--- src/design/grb_pkg.sv ---
// Shared types and constants for the grid restriction box-average block.
// Used by grb_pos, grb_accum and grid_restrict_box_average; no dependencies.
package grb_pkg;

  // Rank codes as written to the rank register.
  localparam logic [1:0] RANK_NONE = 2'd0;
  localparam logic [1:0] RANK_1    = 2'd1;
  localparam logic [1:0] RANK_2    = 2'd2;
  localparam logic [1:0] RANK_3    = 2'd3;

  // Configuration register indexes.
  localparam logic [1:0] CFG_RANK = 2'd0;
  localparam logic [1:0] CFG_NX   = 2'd1;
  localparam logic [1:0] CFG_NY   = 2'd2;
  localparam logic [1:0] CFG_NZ   = 2'd3;

  localparam int CFG_INDEX_W = 2;
  localparam int CFG_DATA_W  = 9;
  localparam int RANK_W      = 2;

  // The z extent is fixed by the register width, not by a parameter.
  localparam int MAX_COARSE_Z = 256;
  localparam int FZ_W         = 9;   // fine z position
  localparam int FZ_EXT_W     = 10;  // fine z extent, up to 512
  localparam int COORD_W      = 8;   // coarse index as presented on the output

  // Per-sample decode handed from the position sequencer to the accumulator.
  typedef struct packed {
    logic [RANK_W-1:0] rank;  // normalized rank, 1..3
    logic              x_odd;
    logic              y_odd;
    logic              z_odd;
    logic              last;  // last sample of the region
  } grb_step_t;

endpackage

--- src/design/grb_pos.sv ---
// Position sequencer: fine x/y/z counters and the per-sample decode.
// Depends on grb_pkg.
module grb_pos #(
  parameter int MAX_COARSE_X = 256,
  parameter int MAX_COARSE_Y = 256,
  parameter int CXW = 8,
  parameter int CYW = 8
) (
  input  logic                             clk,
  input  logic                             rst,
  input  logic                             accept,
  input  logic                             start,
  input  logic [grb_pkg::RANK_W-1:0]       cfg_rank,
  input  logic [grb_pkg::CFG_DATA_W-1:0]   cfg_nx,
  input  logic [grb_pkg::CFG_DATA_W-1:0]   cfg_ny,
  input  logic [grb_pkg::CFG_DATA_W-1:0]   cfg_nz,
  output logic [CXW-1:0]                   cx,
  output logic [CYW-1:0]                   cy,
  output logic [grb_pkg::COORD_W-1:0]      cz,
  output grb_pkg::grb_step_t               step
);
  import grb_pkg::*;

  localparam int XW  = $clog2(2 * MAX_COARSE_X);
  localparam int YW  = $clog2(2 * MAX_COARSE_Y);
  localparam int XFW = XW + 1;
  localparam int YFW = YW + 1;

  logic [XW-1:0]       x_pos, x_pos_next, cur_x;
  logic [YW-1:0]       y_pos, y_pos_next, cur_y;
  logic [FZ_W-1:0]     z_pos, z_pos_next, cur_z;
  logic [XFW-1:0]      fx, x_inc;
  logic [YFW-1:0]      fy, y_inc;
  logic [FZ_EXT_W-1:0] fz, z_inc;
  logic [RANK_W-1:0]   rk;

  // Effective rank and fine extents after clamping the size registers.
  always_comb begin
    rk = (cfg_rank == RANK_NONE) ? RANK_1 : cfg_rank;

    if (cfg_nx == '0) begin
      fx = XFW'(2);
    end else if (int'(cfg_nx) > MAX_COARSE_X) begin
      fx = XFW'(2 * MAX_COARSE_X);
    end else begin
      fx = XFW'({cfg_nx, 1'b0});
    end

    if (rk == RANK_1) begin
      fy = YFW'(1);
    end else if (cfg_ny == '0) begin
      fy = YFW'(2);
    end else if (int'(cfg_ny) > MAX_COARSE_Y) begin
      fy = YFW'(2 * MAX_COARSE_Y);
    end else begin
      fy = YFW'({cfg_ny, 1'b0});
    end

    if (rk != RANK_3) begin
      fz = FZ_EXT_W'(1);
    end else if (cfg_nz == '0) begin
      fz = FZ_EXT_W'(2);
    end else if (int'(cfg_nz) > MAX_COARSE_Z) begin
      fz = FZ_EXT_W'(2 * MAX_COARSE_Z);
    end else begin
      fz = FZ_EXT_W'({cfg_nz, 1'b0});
    end
  end

  // Current position: a start word or an out-of-range counter reads as zero.
  always_comb begin
    cur_x = (start || (XFW'(x_pos) >= fx)) ? '0 : x_pos;
    cur_y = (start || (YFW'(y_pos) >= fy)) ? '0 : y_pos;
    cur_z = (start || (FZ_EXT_W'(z_pos) >= fz)) ? '0 : z_pos;
  end

  // Raster advance, x fastest.
  always_comb begin
    x_inc = XFW'(cur_x) + XFW'(1);
    y_inc = YFW'(cur_y) + YFW'(1);
    z_inc = FZ_EXT_W'(cur_z) + FZ_EXT_W'(1);
    x_pos_next = XW'(x_inc);
    y_pos_next = cur_y;
    z_pos_next = cur_z;
    if (x_inc >= fx) begin
      x_pos_next = '0;
      y_pos_next = YW'(y_inc);
      if (y_inc >= fy) begin
        y_pos_next = '0;
        z_pos_next = FZ_W'(z_inc);
        if (z_inc >= fz) begin
          z_pos_next = '0;
        end
      end
    end
  end

  always_ff @(posedge clk) begin
    if (rst) begin
      x_pos <= '0;
      y_pos <= '0;
      z_pos <= '0;
    end else if (accept) begin
      x_pos <= x_pos_next;
      y_pos <= y_pos_next;
      z_pos <= z_pos_next;
    end
  end

  // Decode handed to the accumulator.
  always_comb begin
    cx         = CXW'(cur_x >> 1);
    cy         = CYW'(cur_y >> 1);
    cz         = COORD_W'(cur_z >> 1);
    step.rank  = rk;
    step.x_odd = cur_x[0];
    step.y_odd = cur_y[0];
    step.z_odd = cur_z[0];
    step.last  = (XFW'(cur_x) == fx - XFW'(1)) && (YFW'(cur_y) == fy - YFW'(1)) &&
                 (FZ_EXT_W'(cur_z) == fz - FZ_EXT_W'(1));
  end

endmodule

--- config.mk ---
export PLATFORM = sky130hd
export DESIGN_NAME = grb_pos
export DESIGN_NICKNAME = d
export VERILOG_FILES = /design/src/design/grb_pkg.sv /design/src/design/grb_pos.sv
export SDC_FILE = /design/constraint.sdc
export NUM_CORES = 1
export LEC_CHECK = 0
export BUFFER_PORTS_ARGS = -buffer_cell sky130_fd_sc_hd__buf_2
export CAP_MARGIN = 15
export CELL_PAD_IN_SITES_DETAIL_PLACEMENT = 2
export CELL_PAD_IN_SITES_GLOBAL_PLACEMENT = 2
export CORE_ASPECT_RATIO = 1.5
export CORE_MARGIN = 1.5
export CORE_UTILIZATION = 30
export DETAILED_ROUTE_END_ITERATION = 6
export GPL_TIMING_DRIVEN = 0
export PLACE_DENSITY_LB_ADDON = 0.25
export SLEW_MARGIN = 20
export SYNTH_ARGS = -nofsm -noshare
export SYNTH_HDL_FRONTEND = slang
export SYNTH_SLANG_ARGS = --single-unit
--- constraint.sdc ---
create_clock -name clk -period 5 [get_ports clk]
set_input_delay 0.5 -clock clk [delete_from_list [all_inputs] [get_ports clk]]
set_output_delay 0.5 -clock clk [all_outputs]
set_load 0.01 [all_outputs]
Yosys cells after proc, flatten, opt, wreduce, memory -nomap -nowiden
Cells that the tools add are included.

Input bits: 33. Register bits: 27. Output and inout bits: 30.

Magnitude comparators: 9. $add $sub $neg: 6. Multiplexer cells: 18. Reductions and logical operators: 9. Eq/ne operators: 5.

Operators by type and width (count): $mux 9 (9); $mux 10 (8); $add 9x1->10 const B (3); $eq 9x10->1 (3); $ge 10x10->1 (3); $ge 9x10->1 (3); $sub 10x1->10 const B (3); $gt 9x9->1 const B (3); $logic_not 9->1 (3); $logic_or 1x1->1 (3); $eq 2x1->1 const B (1); $logic_and 1x1->1 (2); $logic_not 2->1 (1); $mux 2 (1); $ne 2x2->1 const B (1).

Longest topological paths before layout
Gate-level depths: netlist of the first run.

Depth after elaboration: 12. Gate-level depth with buffers: 24. Gate-level depth less buffers: 23.

Worst setup path after synthesis of the first run
No wires, ideal clock.

Path type: input-to-reg. Start: in cfg_nx[4] (netlist bit). End: reg z_pos[8]. Path slack: -0.332 ns. Library setup time: 0.116 ns. Buffers on the path: 1. Data arrival time: 5.216 ns. Stages: 24. Cell sequence: nor4_1 -> a21oi_1 -> nor2_1 -> ha_1 -> nand2b_1 -> a21o_1 -> and3b_1 -> nor2_1 -> clkbuf_1 -> nor2_1 -> ha_1 -> and3_1 -> o2111ai_1 -> nor4bb_1 -> xnor2_1 -> ha_1 -> nand2_1 -> nor3_1 -> inv_1 -> o21ai_0 -> a311oi_4 -> nor2_1 -> a31oi_1 -> o211a_1.

Cells in the longest elaborated chain, start to end: 9.

RTL lines: start, declared (RTL line grb_pos.sv:14) `input logic [grb_pkg::CFG_DATA_W-1:0] cfg_nx,`; $gt 9x9->1 (RTL line grb_pos.sv:43) `end else if (int'(cfg_nx) > MAX_COARSE_X) begin`; $mux 10 (RTL line grb_pos.sv:43); $mux 10 * (RTL line grb_pos.sv:41) `if (cfg_nx == '0) begin`; $ge 9x10->1 * (RTL line grb_pos.sv:72) `cur_x = (start || (XFW'(x_pos) >= fx)) ? '0 : x_pos;`; $logic_or 1x1->1 * (RTL line grb_pos.sv:72); $mux 9 * (RTL line grb_pos.sv:72); named net cx[0] (RTL line grb_pos.sv:17) `output logic [CXW-1:0] cx,`; $add 9x1->10 * (RTL line grb_pos.sv:79) `x_inc = XFW'(cur_x) + XFW'(1);`; $ge 10x10->1 * (RTL line grb_pos.sv:85) `if (x_inc >= fx) begin`; $mux 9 * (RTL line grb_pos.sv:85); end signal, assigned (RTL line grb_pos.sv:106) `z_pos <= z_pos_next;`; end, declared (RTL line grb_pos.sv:31) `logic [FZ_W-1:0] z_pos, z_pos_next, cur_z;`.

The timed path passes the listed nets; every way through them passes the cells marked *. A chain may end at the register's enable or synchronous reset.

Worst setup path in the final report of the first run
Start: in cfg_nx[8] (netlist bit). End: reg z_pos[3].

Cells in the longest elaborated chain, start to end: 9.

RTL lines (RTL line): $gt 9x9->1 (grb_pos.sv:43); $mux 10 (grb_pos.sv:43); $mux 10 * (grb_pos.sv:41); $ge 9x10->1 (grb_pos.sv:72); $logic_or 1x1->1 (grb_pos.sv:72); $mux 9 (grb_pos.sv:72); $add 9x1->10 (grb_pos.sv:79); $ge 10x10->1 * (grb_pos.sv:85); $mux 9 * (grb_pos.sv:85).

Mark *: on every way between the ends. The rest lies on a longest branch, timed or not.

==> metrics.txt, run 1 <==
Clock Power Share=28.0%; H-tree depth=1; Overflow after GRT=0; Startpoint Class=input port; max_cap viols=0; Core Util, Final=41.5%; simple logic cell fraction of the synthesized area=29.5%; net switching power figure=309 uW; fin area=0.00559 mm2; Synth Cell Area=0.00413 mm2; FP Rows=52; Cell Pwr Density=137 mW/mm2; nets@finish=767; largest net degree at the start of global routing=18; status=finished with violations; # DRC=7; switching part of the total=40.3%; Area Growth Syn to Fin=35.3%; Reg clk slew, reported paths=90 ps; initial drt markers=202; vias per std cell=5.98; Clk Latency, worst-skew pair=290 ps; Placement Cell Area=0.00468 mm2; worst setup margin=11.8 ps; slowest stage delay, CP=430 ps; Worst EP arrival=5160 ps; pre-CTS WS=-1540 ps; post-route ant nets=0; vias in the first global route=5,422; Die Width=98.8 um; routability congestion estimate=0.896; Die ar.=0.0145 mm2; initial core utilization=30.7%; largest family of logic cells by synthesized area=simple AND/OR/NAND/NOR gates; clk root buf=clkbuf_16; sequential power share=29.1%; fin crit share=99.8%; WHS=554 ps; Slew @ Worst Pin=727 ps; Num CTS Buffers=3; Vias=5,003; commonest non-fill, non-tap cells in the layout=58 x buf_2, 55 x ha_1, 45 x nand2_1, 45 x nor2_1, 43 x buf_4; skew final=8.30 ps; sequential fraction of the synthesis area=13.1%; Final min period=4990 ps; IO Count=63; final hold violations=0; initial antenna violation count=0; hpwl dp=14.0 mm; asr flop ratio synth=0%; Fillers=1,578; Slew Viols, Final=0; post-DR wirelength/cell=23.8 um; CP endpoint kind=flop; Distinct cells, synth=75; post-synth net total=657; Die H=147 um; commonest non-fill, non-tap cell in the layout=buf_2; maximum clock path buffer count=2; Syn Inst Count=565; synth warn=0; Ant. Diodes=0; P_int=458 uW; core area=0.0135 mm2; final WL=19.9 mm; PortBufs=60; Hold WC Path Type=flop to flop; post-route insts no fill=836; XOR/XNOR Fraction of Synth Area=7.42%; Max VDD drop=130 uV; Comb power frac=42.9%; Most common cell on crit path=nand2_2; Max Clock Freq=0.200 GHz; register bit total from synthesis=27; Slowest-stage cell, CP=a311oi_4; Synth Area in Adders=17.9%; first-pass GRT wire length=28.7 mm; syn_area_per_cell=7.32 um2; post-placement cell count=787; GRT Util Overall=25.0%; layout cells sized above 1=30.1%; compound-gate portion of the synthesized area=27.1%; post-synthesis mux area share=0%; Pre-antenna DRT Iters=6; leakage=2.36 nW; clk sink count=27; CP required=5170 ps; dominant synthesized flop cell=dfxtp_1; Finish-stage setup viols=0; Post-synth EDFFs=0; failing checks=design-rule violations; CTS tree=built; worst setup path class=input port to flop; crit-path max FO=10; CTS Hold Bufs=0; Slew headroom=51.1%
-- metal layers --
| metal | vias to the layer above | track usage, % | share of wire, % |
|---|---|---|---|
| li1 | 2323 | - | - |
| met1 | 2479 | 25.9 | 37 |
| met2 | 139 | 48.7 | 56 |
| met3 | 62 | 2.05 | 2.5 |
| met4 | 0 | 13.1 | 4.9 |
| met5 | - | 0 | 0 |
-- state kept, by name (all words and copies together) (netlist names) --
signal / count
x_pos: 9
y_pos: 9
z_pos: 9
-- Yosys cell counts (3+ instances only) --
cell | instances | area [um2]
a311oi_1 | 5 | 43.8
nor4_2 | 3 | 37.5
nor2b_1 | 11 | 68.8
xor2_1 | 13 | 114
buf_2 | 3 | 15.0
o211ai_1 | 4 | 30.0
nor3_1 | 9 | 45.0
nor2_1 | 54 | 203
nor4b_1 | 4 | 35.0
a211oi_1 | 7 | 52.6
a31oi_1 | 6 | 37.5
a21oi_1 | 31 | 155
nand2b_1 | 18 | 113
nand3_1 | 29 | 145
nand4_1 | 10 | 62.6
nand2_1 | 54 | 203
and3_1 | 4 | 25.0
inv_1 | 32 | 120
and2_1 | 6 | 37.5
dfxtp_1 | 27 | 541
o31ai_1 | 6 | 45.0
o21a_1 | 6 | 45.0
a21o_1 | 7 | 52.6
ha_1 | 59 | 738
o21ai_0 | 28 | 140
clkbuf_1 | 15 | 56.3
or4_1 | 5 | 37.5
xnor2_1 | 22 | 193
a22o_1 | 8 | 70.1
o2111ai_1 | 5 | 43.8
o211a_1 | 3 | 30.0
nor4_1 | 5 | 31.3
o32ai_1 | 3 | 26.3
and4_1 | 3 | 26.3
o21ai_1 | 5 | 25.0
-- path summary, 6_finish.rpt --
kind | from | to | slack [ps] | cells after the start
worst max-delay path | cfg_nx[8] | z_pos[3] | 10 | 25
worst min-delay path | x_pos[0] | x_pos[0] | 550 | 2
worst max register to register | x_pos[3] | z_pos[3] | 190 | 22
worst min register to register | x_pos[0] | x_pos[0] | 550 | 2
-- area by class of cell --
class	instances	area, um2	share of cell area, %
buffer	19	104	1.86
sequential	27	541	9.66
clock buffer	3	75.1	1.34
timing repair buffer	104	677	12.1
tap	162	203	3.62
clock inverter	1	8.76	0.157
inverter	35	136	2.44
multi-input combinational	485	3850	68.8
-- what timing repair did --
item,CTS,global route
endpoints found under the hold margin,0,0
gates cloned,2,0
buffers inserted,25,19
pin swaps,25,36
gates resized for setup,60,52
endpoints found under the setup margin,28,28
-- worst max-delay path, delay by kind of cell --
| family | cells | cell delay [ps] |
|---|---|---|
| adder cells (fa/ha/maj) | 3 | 770 |
| XOR/XNOR | 1 | 190 |
| AND/OR/NAND/NOR | 9 | 1370 |
| AO/OA/AOI/OAI | 7 | 1660 |
| buffers and inverters | 5 | 650 |
-- stage by stage --
stage | TNS (ps) | power (mW)
after floorplan | 0 | 0.375
after global placement | -32990 | 0.457
after detailed placement | -38400 | 0.469
after CTS | 0 | 0.727
after global routing | -1470 | 0.797
final | 0 | 0.767
-- cells by family after synthesis --
kind of cell / count (synthesis)
adder cells (fa/ha/maj): 59
XOR/XNOR: 35
flip-flops: 27
AO/OA/AOI/OAI: 156
AND/OR/NAND/NOR: 233
buffers and inverters: 55
-- power groups by stage --
stage	Combinational (mW)	Sequential [mW]	Clock (mW)
floorplan	0.150	0.225	0
finish	0.329	0.223	0.215
global placement	0.229	0.227	0
CTS	0.293	0.222	0.212
detailed placement	0.241	0.227	0
global route	0.354	0.223	0.220
(Power assumes the default switching activity.)
==> inputs of run 2 (changes only) <==
--- a/config.mk
+++ b/config.mk
@@ -10,12 +10,12 @@
 export CELL_PAD_IN_SITES_DETAIL_PLACEMENT = 2
 export CELL_PAD_IN_SITES_GLOBAL_PLACEMENT = 2
 export CORE_ASPECT_RATIO = 1.5
-export CORE_MARGIN = 1.5
 export CORE_UTILIZATION = 30
 export DETAILED_ROUTE_END_ITERATION = 6
 export GPL_TIMING_DRIVEN = 0
 export PLACE_DENSITY_LB_ADDON = 0.25
-export SLEW_MARGIN = 20
+export SKIP_CTS_REPAIR_TIMING = 1
+export SLEW_MARGIN = 15
 export SYNTH_ARGS = -nofsm -noshare
 export SYNTH_HDL_FRONTEND = slang
 export SYNTH_SLANG_ARGS = --single-unit
==> run 2 against run 1 <==
  * The flow finishes with violations (design-rule violations, negative setup slack)
  * Via count down 2.2%
  * Non-clock buffer count decreased by 1
  * Sequential cell count is the same
  * Setup slack got worse by 160 ps
  * First-iteration DRC count fell by 12%
  * Largest cell class unchanged
  * Highest routed layer unchanged
==> metrics.txt, run 2 (same netlist as run 1, synthesis figures left out) <==
nets@finish=766 (-0.13%); commonest non-fill, non-tap cells in the layout=56 x buf_2, 55 x ha_1, 46 x nand2_1, 46 x nor2_1, 44 x buf_4; post-route ant nets=0 (unchanged); fin crit share=103% (+3.2 points); initial core utilization=30.7% (unchanged); final hold violations=0 (unchanged); initial drt markers=177 (-12%); largest registers=x_pos: 9 flops, y_pos: 9 flops, z_pos: 9 flops; final WL=18.7 mm (-6.1%); pre-CTS WS=-1590 ps (-50.4 ps); Die ar.=0.0143 mm2 (-1.7%); Overflow after GRT=0 (unchanged); total power=756 uW (-1.3%); Die H=146 um (-0.68%); CP endpoint kind=flop; Final min period=5150 ps (+159 ps); Clk Latency, worst-skew pair=280 ps (about the same); core area=0.0135 mm2 (unchanged); vias in the first global route=5,110 (-5.8%); Reg clk slew, reported paths=70 ps (-20 ps); FP Rows=52 (unchanged); Max Clock Freq=0.194 GHz (-3.1%); post-placement cell count=787 (unchanged); CTS tree=built; skew final=10.5 ps (+2.17 ps); failing checks=design-rule violations, negative setup slack; maximum clock path buffer count=2 (unchanged); initial antenna violation count=0 (unchanged); Slew headroom=51.6% (+0.51 points); commonest non-fill, non-tap cell in the layout=buf_2; layout cells sized above 1=29.7% (-0.40 points); Slew @ Worst Pin=726 ps (-1.50 ps); Hold WC Path Type=flop to flop; max_cap viols=0 (unchanged); leakage=2.37 nW (+0.30%); WHS=541 ps (-13.2 ps); largest net degree at the start of global routing=18 (unchanged); worst setup path class=input port to flop; post-DR wirelength/cell=22.3 um (-6.0%); CP required=5210 ps (+40 ps); Slew Viols, Final=0 (unchanged); RSZ-0062 raised after global routing=yes; clk sink count=27 (unchanged); post-route insts no fill=835 (-0.12%); PortBufs=60 (unchanged); Die Width=97.8 um (-1.0%); Max VDD drop=133 uV (+2.3%); routability congestion estimate=0.902 (+0.68%); worst setup margin=-147 ps (-159 ps); Ant. Diodes=0 (unchanged); Core Util, Final=41.5% (-0.046 points); Cell Pwr Density=135 mW/mm2 (-1.2%); Vias=4,891 (-2.2%); Finish-stage setup viols=26 (+26); # DRC=16 (+9); Area Growth Syn to Fin=35.2%; first-pass GRT wire length=26.6 mm (-7.4%); Num CTS Buffers=3 (unchanged); Pre-antenna DRT Iters=6 (unchanged); GRT Util Overall=23.4% (-1.6 points); IO Count=63 (unchanged); vias per std cell=5.86 (-2.1%); hpwl dp=13.8 mm (-1.7%); Worst EP arrival=5360 ps (+200 ps); H-tree depth=1 (unchanged); Startpoint Class=input port; crit-path max FO=8 (-2); clk root buf=clkbuf_16; status=finished with violations
-- run 2: area by class of cell --
class                           count  area, um2
Fill cell                        1551       7880
Multi-Input combinational cell    485       3840
Timing Repair Buffer              103        677
Sequential cell                    27        541
Tap cell                          162        203
Inverter                           35        135
Buffer                             19        104
Clock buffer                        3       75.1
Clock inverter                      1       8.76
-- run 2: path summary, 6_finish.rpt --
path	startpoint	endpoint	slack, ps	depth (start not counted)
setup reg to reg	x_pos[3]	y_pos[0]	130	20
hold reg to reg	y_pos[6]	y_pos[6]	540	1
setup / recovery	cfg_nx[7]	y_pos[0]	-150	24
hold / removal	y_pos[6]	y_pos[6]	540	1
-- run 2: routing by layer --
metal | routed length, um | share of wire (%) | vias to the layer above | global-route usage, %
met5 | 0 | 0 | - | 0
met4 | 598 | 3.2 | 0 | 8.94
met3 | 439 | 2.4 | 36 | 1.78
met2 | 10300 | 55 | 103 | 47.0
met1 | 7360 | 39 | 2436 | 24.5
li1 | - | - | 2316 | -
-- run 2: critical path: stages --
cell       delay (ps)
buf_8             100
nor4_4            330
a21oi_2           120
nor2_4            210
ha_4              230
nand2b_1           90
a21o_1            150
and3b_2           300
nor2_4             60
buf_8             140
nor2_4            160
ha_4              160
and3_4            210
o2111ai_4         170
xnor2_2           230
ha_1              230
a211oi_1          270
o21ai_0           160
a21oi_1           210
nor2_1            100
a311oi_4          480
nand2_1           190
a21oi_4           330
a22o_1            200
-- run 2: through the flow --
stage          setup TNS, ps  instance area, um2
2_1_floorplan              0                4180
3_3_place_gp          -32740                4680
3_5_place_dp          -40230                4680
4_1_cts               -33470                4770
5_1_grt                -6760                5590
6_report               -2230                5590
-- run 2: where the power goes --
group          leakage, nW  internal [mW]  switching, mW
combinational         2.11          0.132          0.199
clock               0.0415          0.111         0.0908
sequential           0.218          0.218        0.00517
==> inputs of run 3 (changes only) <==
--- a/config.mk
+++ b/config.mk
@@ -5,12 +5,13 @@
 export SDC_FILE = /design/constraint.sdc
 export NUM_CORES = 1
 export LEC_CHECK = 0
-export BUFFER_PORTS_ARGS = -buffer_cell sky130_fd_sc_hd__buf_2
+export BUFFER_PORTS_ARGS = -buffer_cell sky130_fd_sc_hd__buf_4
 export CAP_MARGIN = 15
 export CELL_PAD_IN_SITES_DETAIL_PLACEMENT = 2
 export CELL_PAD_IN_SITES_GLOBAL_PLACEMENT = 2
 export CORE_ASPECT_RATIO = 1.5
 export CORE_UTILIZATION = 30
+export CTS_CLUSTER_DIAMETER = 40
 export DETAILED_ROUTE_END_ITERATION = 6
 export GPL_TIMING_DRIVEN = 0
 export PLACE_DENSITY_LB_ADDON = 0.25
==> run 3 against run 2 <==
  * The run still ends with design-rule violations, negative setup slack left
  * Clock power hardly changed
  * Utilization shrank 0.065 points
  * Sequential cell count unchanged
==> metrics.txt, run 3 (same netlist as run 1, synthesis figures left out) <==
register area=541 um2 (unchanged); vias per std cell=5.91 (+0.84%); IO Count=63 (unchanged); vias in the first global route=5,246 (+2.7%); maximum clock path buffer count=2 (unchanged); Slew Viols, Final=0 (unchanged); Vias=4,885 (-0.12%); pre-CTS WS=-1590 ps (-2.82 ps); Die H=146 um (unchanged); Die ar.=0.0143 mm2 (unchanged); initial core utilization=30.7% (unchanged); Finish-stage setup viols=18 (-31%); Num CTS Buffers=3 (unchanged); max_cap viols=0 (unchanged); CP endpoint kind=flop; Area Growth Syn to Fin=35.0%; Fillers=1,545 (-0.39%); initial drt markers=184 (+4.0%); fin area=0.00558 mm2 (-0.16%); skew final=6.58 ps (-3.88 ps); initial antenna violation count=0 (unchanged); commonest non-fill, non-tap cell in the layout=buf_4; leakage=2.30 nW (-2.6%); clk root buf=clkbuf_16; # DRC=16 (unchanged); Final min period=5110 ps (-38.6 ps); largest net degree at the start of global routing=18 (unchanged); RSZ-0062 raised after global routing=yes; Ant. Diodes=0 (unchanged); first-pass GRT wire length=26.7 mm (+0.60%); H-tree depth=1 (unchanged); final WL=18.2 mm (-2.4%); routability congestion estimate=0.873 (-3.2%); post-placement cell count=787 (unchanged); Placement Cell Area=0.00483 mm2 (+3.2%); Die Width=97.8 um (unchanged); crit-path max FO=10 (+2); post-route ant nets=0 (unchanged); largest registers=x_pos: 9 flops, y_pos: 9 flops, z_pos: 9 flops; nets@finish=758 (-1.0%); GRT Util Overall=23.3% (-0.037 points); Slew headroom=53.7% (+2.1 points); commonest non-fill, non-tap cells in the layout=92 x buf_4, 56 x ha_1, 49 x nand2_1, 44 x nor2_1, 31 x inv_1; core area=0.0135 mm2 (unchanged); PortBufs=60 (unchanged); failing checks=design-rule violations, negative setup slack; layout cells sized above 1=27.4% (-2.3 points); final hold violations=0 (unchanged); Cell Pwr Density=134 mW/mm2 (-1.2%); clk sink count=27 (unchanged); Max Clock Freq=0.196 GHz (+0.76%); post-route insts no fill=827 (-0.96%); Startpoint Class=input port; Worst EP arrival=5300 ps (-60 ps); status=finished with violations; fin crit share=102% (-0.77 points); Slew @ Worst Pin=677 ps (-48.4 ps); Overflow after GRT=0 (unchanged); CTS tree=built; Hold WC Path Type=flop to flop; worst setup path class=input port to flop; Max VDD drop=121 uV (-9.5%); Clk Latency, worst-skew pair=270 ps (about the same); hpwl dp=14.0 mm (+1.3%); area of the multi-input gates=0.00377 mm2 (-1.9%); worst setup margin=-109 ps (+38.6 ps); post-DR wirelength/cell=22.0 um (-1.5%); CP required=5190 ps (-20 ps); Reg clk slew, reported paths=80 ps (about the same); Core Util, Final=41.4% (-0.065 points); FP Rows=52 (unchanged); Pre-antenna DRT Iters=6 (unchanged)
==> run 3: final timing paths <==
kind | startpoint | to | slack [ps] | cells past startpoint
worst max-delay path | cfg_nx[8] | z_pos[5] | -110 | 26
worst min-delay path | x_pos[0] | x_pos[0] | 550 | 2
worst max register to register | x_pos[3] | z_pos[5] | 170 | 23
worst min register to register | x_pos[0] | x_pos[0] | 550 | 2
==> run 3: cell type report <==
class                           instances  area share (%)
Buffer                                 18            1.66
Clock buffer                            3            1.35
Clock inverter                          1           0.157
Inverter                               35            2.42
Multi-Input combinational cell        485            67.6
Sequential cell                        27            9.69
Tap cell                              162            3.63
Timing Repair Buffer                   96            13.5
==> run 3: metrics by stage <==
step / TNS [ps] / power (mW) / hold WS (ps)
finish: -1260 / 0.746 / 553
global route: -4570 / 0.782 / 581
global placement: -32400 / 0.465 / 497
detailed placement: -38310 / 0.477 / 533
floorplan: 0 / 0.375 / 463
CTS: -31350 / 0.678 / 547
==> run 3: power breakdown <==
part / total [mW] / switching, mW / leakage, nW / internal (mW)
clock network: 0.201 / 0.0902 / 0.0415 / 0.111
logic: 0.322 / 0.190 / 2.05 / 0.132
registers: 0.222 / 0.00478 / 0.218 / 0.218
==> run 3: worst max-delay path, stage by stage <==
cell        delay (ps)
clkbuf_4           190
clkinvlp_4         160
nand2_1            180
ha_1               280
a211oi_2           230
nand2_1            150
o21ai_4            340
nor2_4             100
buf_6              150
nor2_4             110
ha_2               210
and3_4             210
o2111ai_4          140
buf_4              190
xnor2_1            170
ha_1               240
a211oi_1           290
o21ai_0            190
a21oi_1            170
nor2_1              80
a311oi_4           310
buf_12             180
buf_4              130
o21ai_4             50
and2_4             170
o32ai_2            190
==> run 3: per-layer routing <==
metal | wire length, um | track usage [%]
met4 | 720 | 10.3
met2 | 10000 | 46.6
met1 | 7040 | 24.2
met5 | 0 | 0
met3 | 434 | 1.68
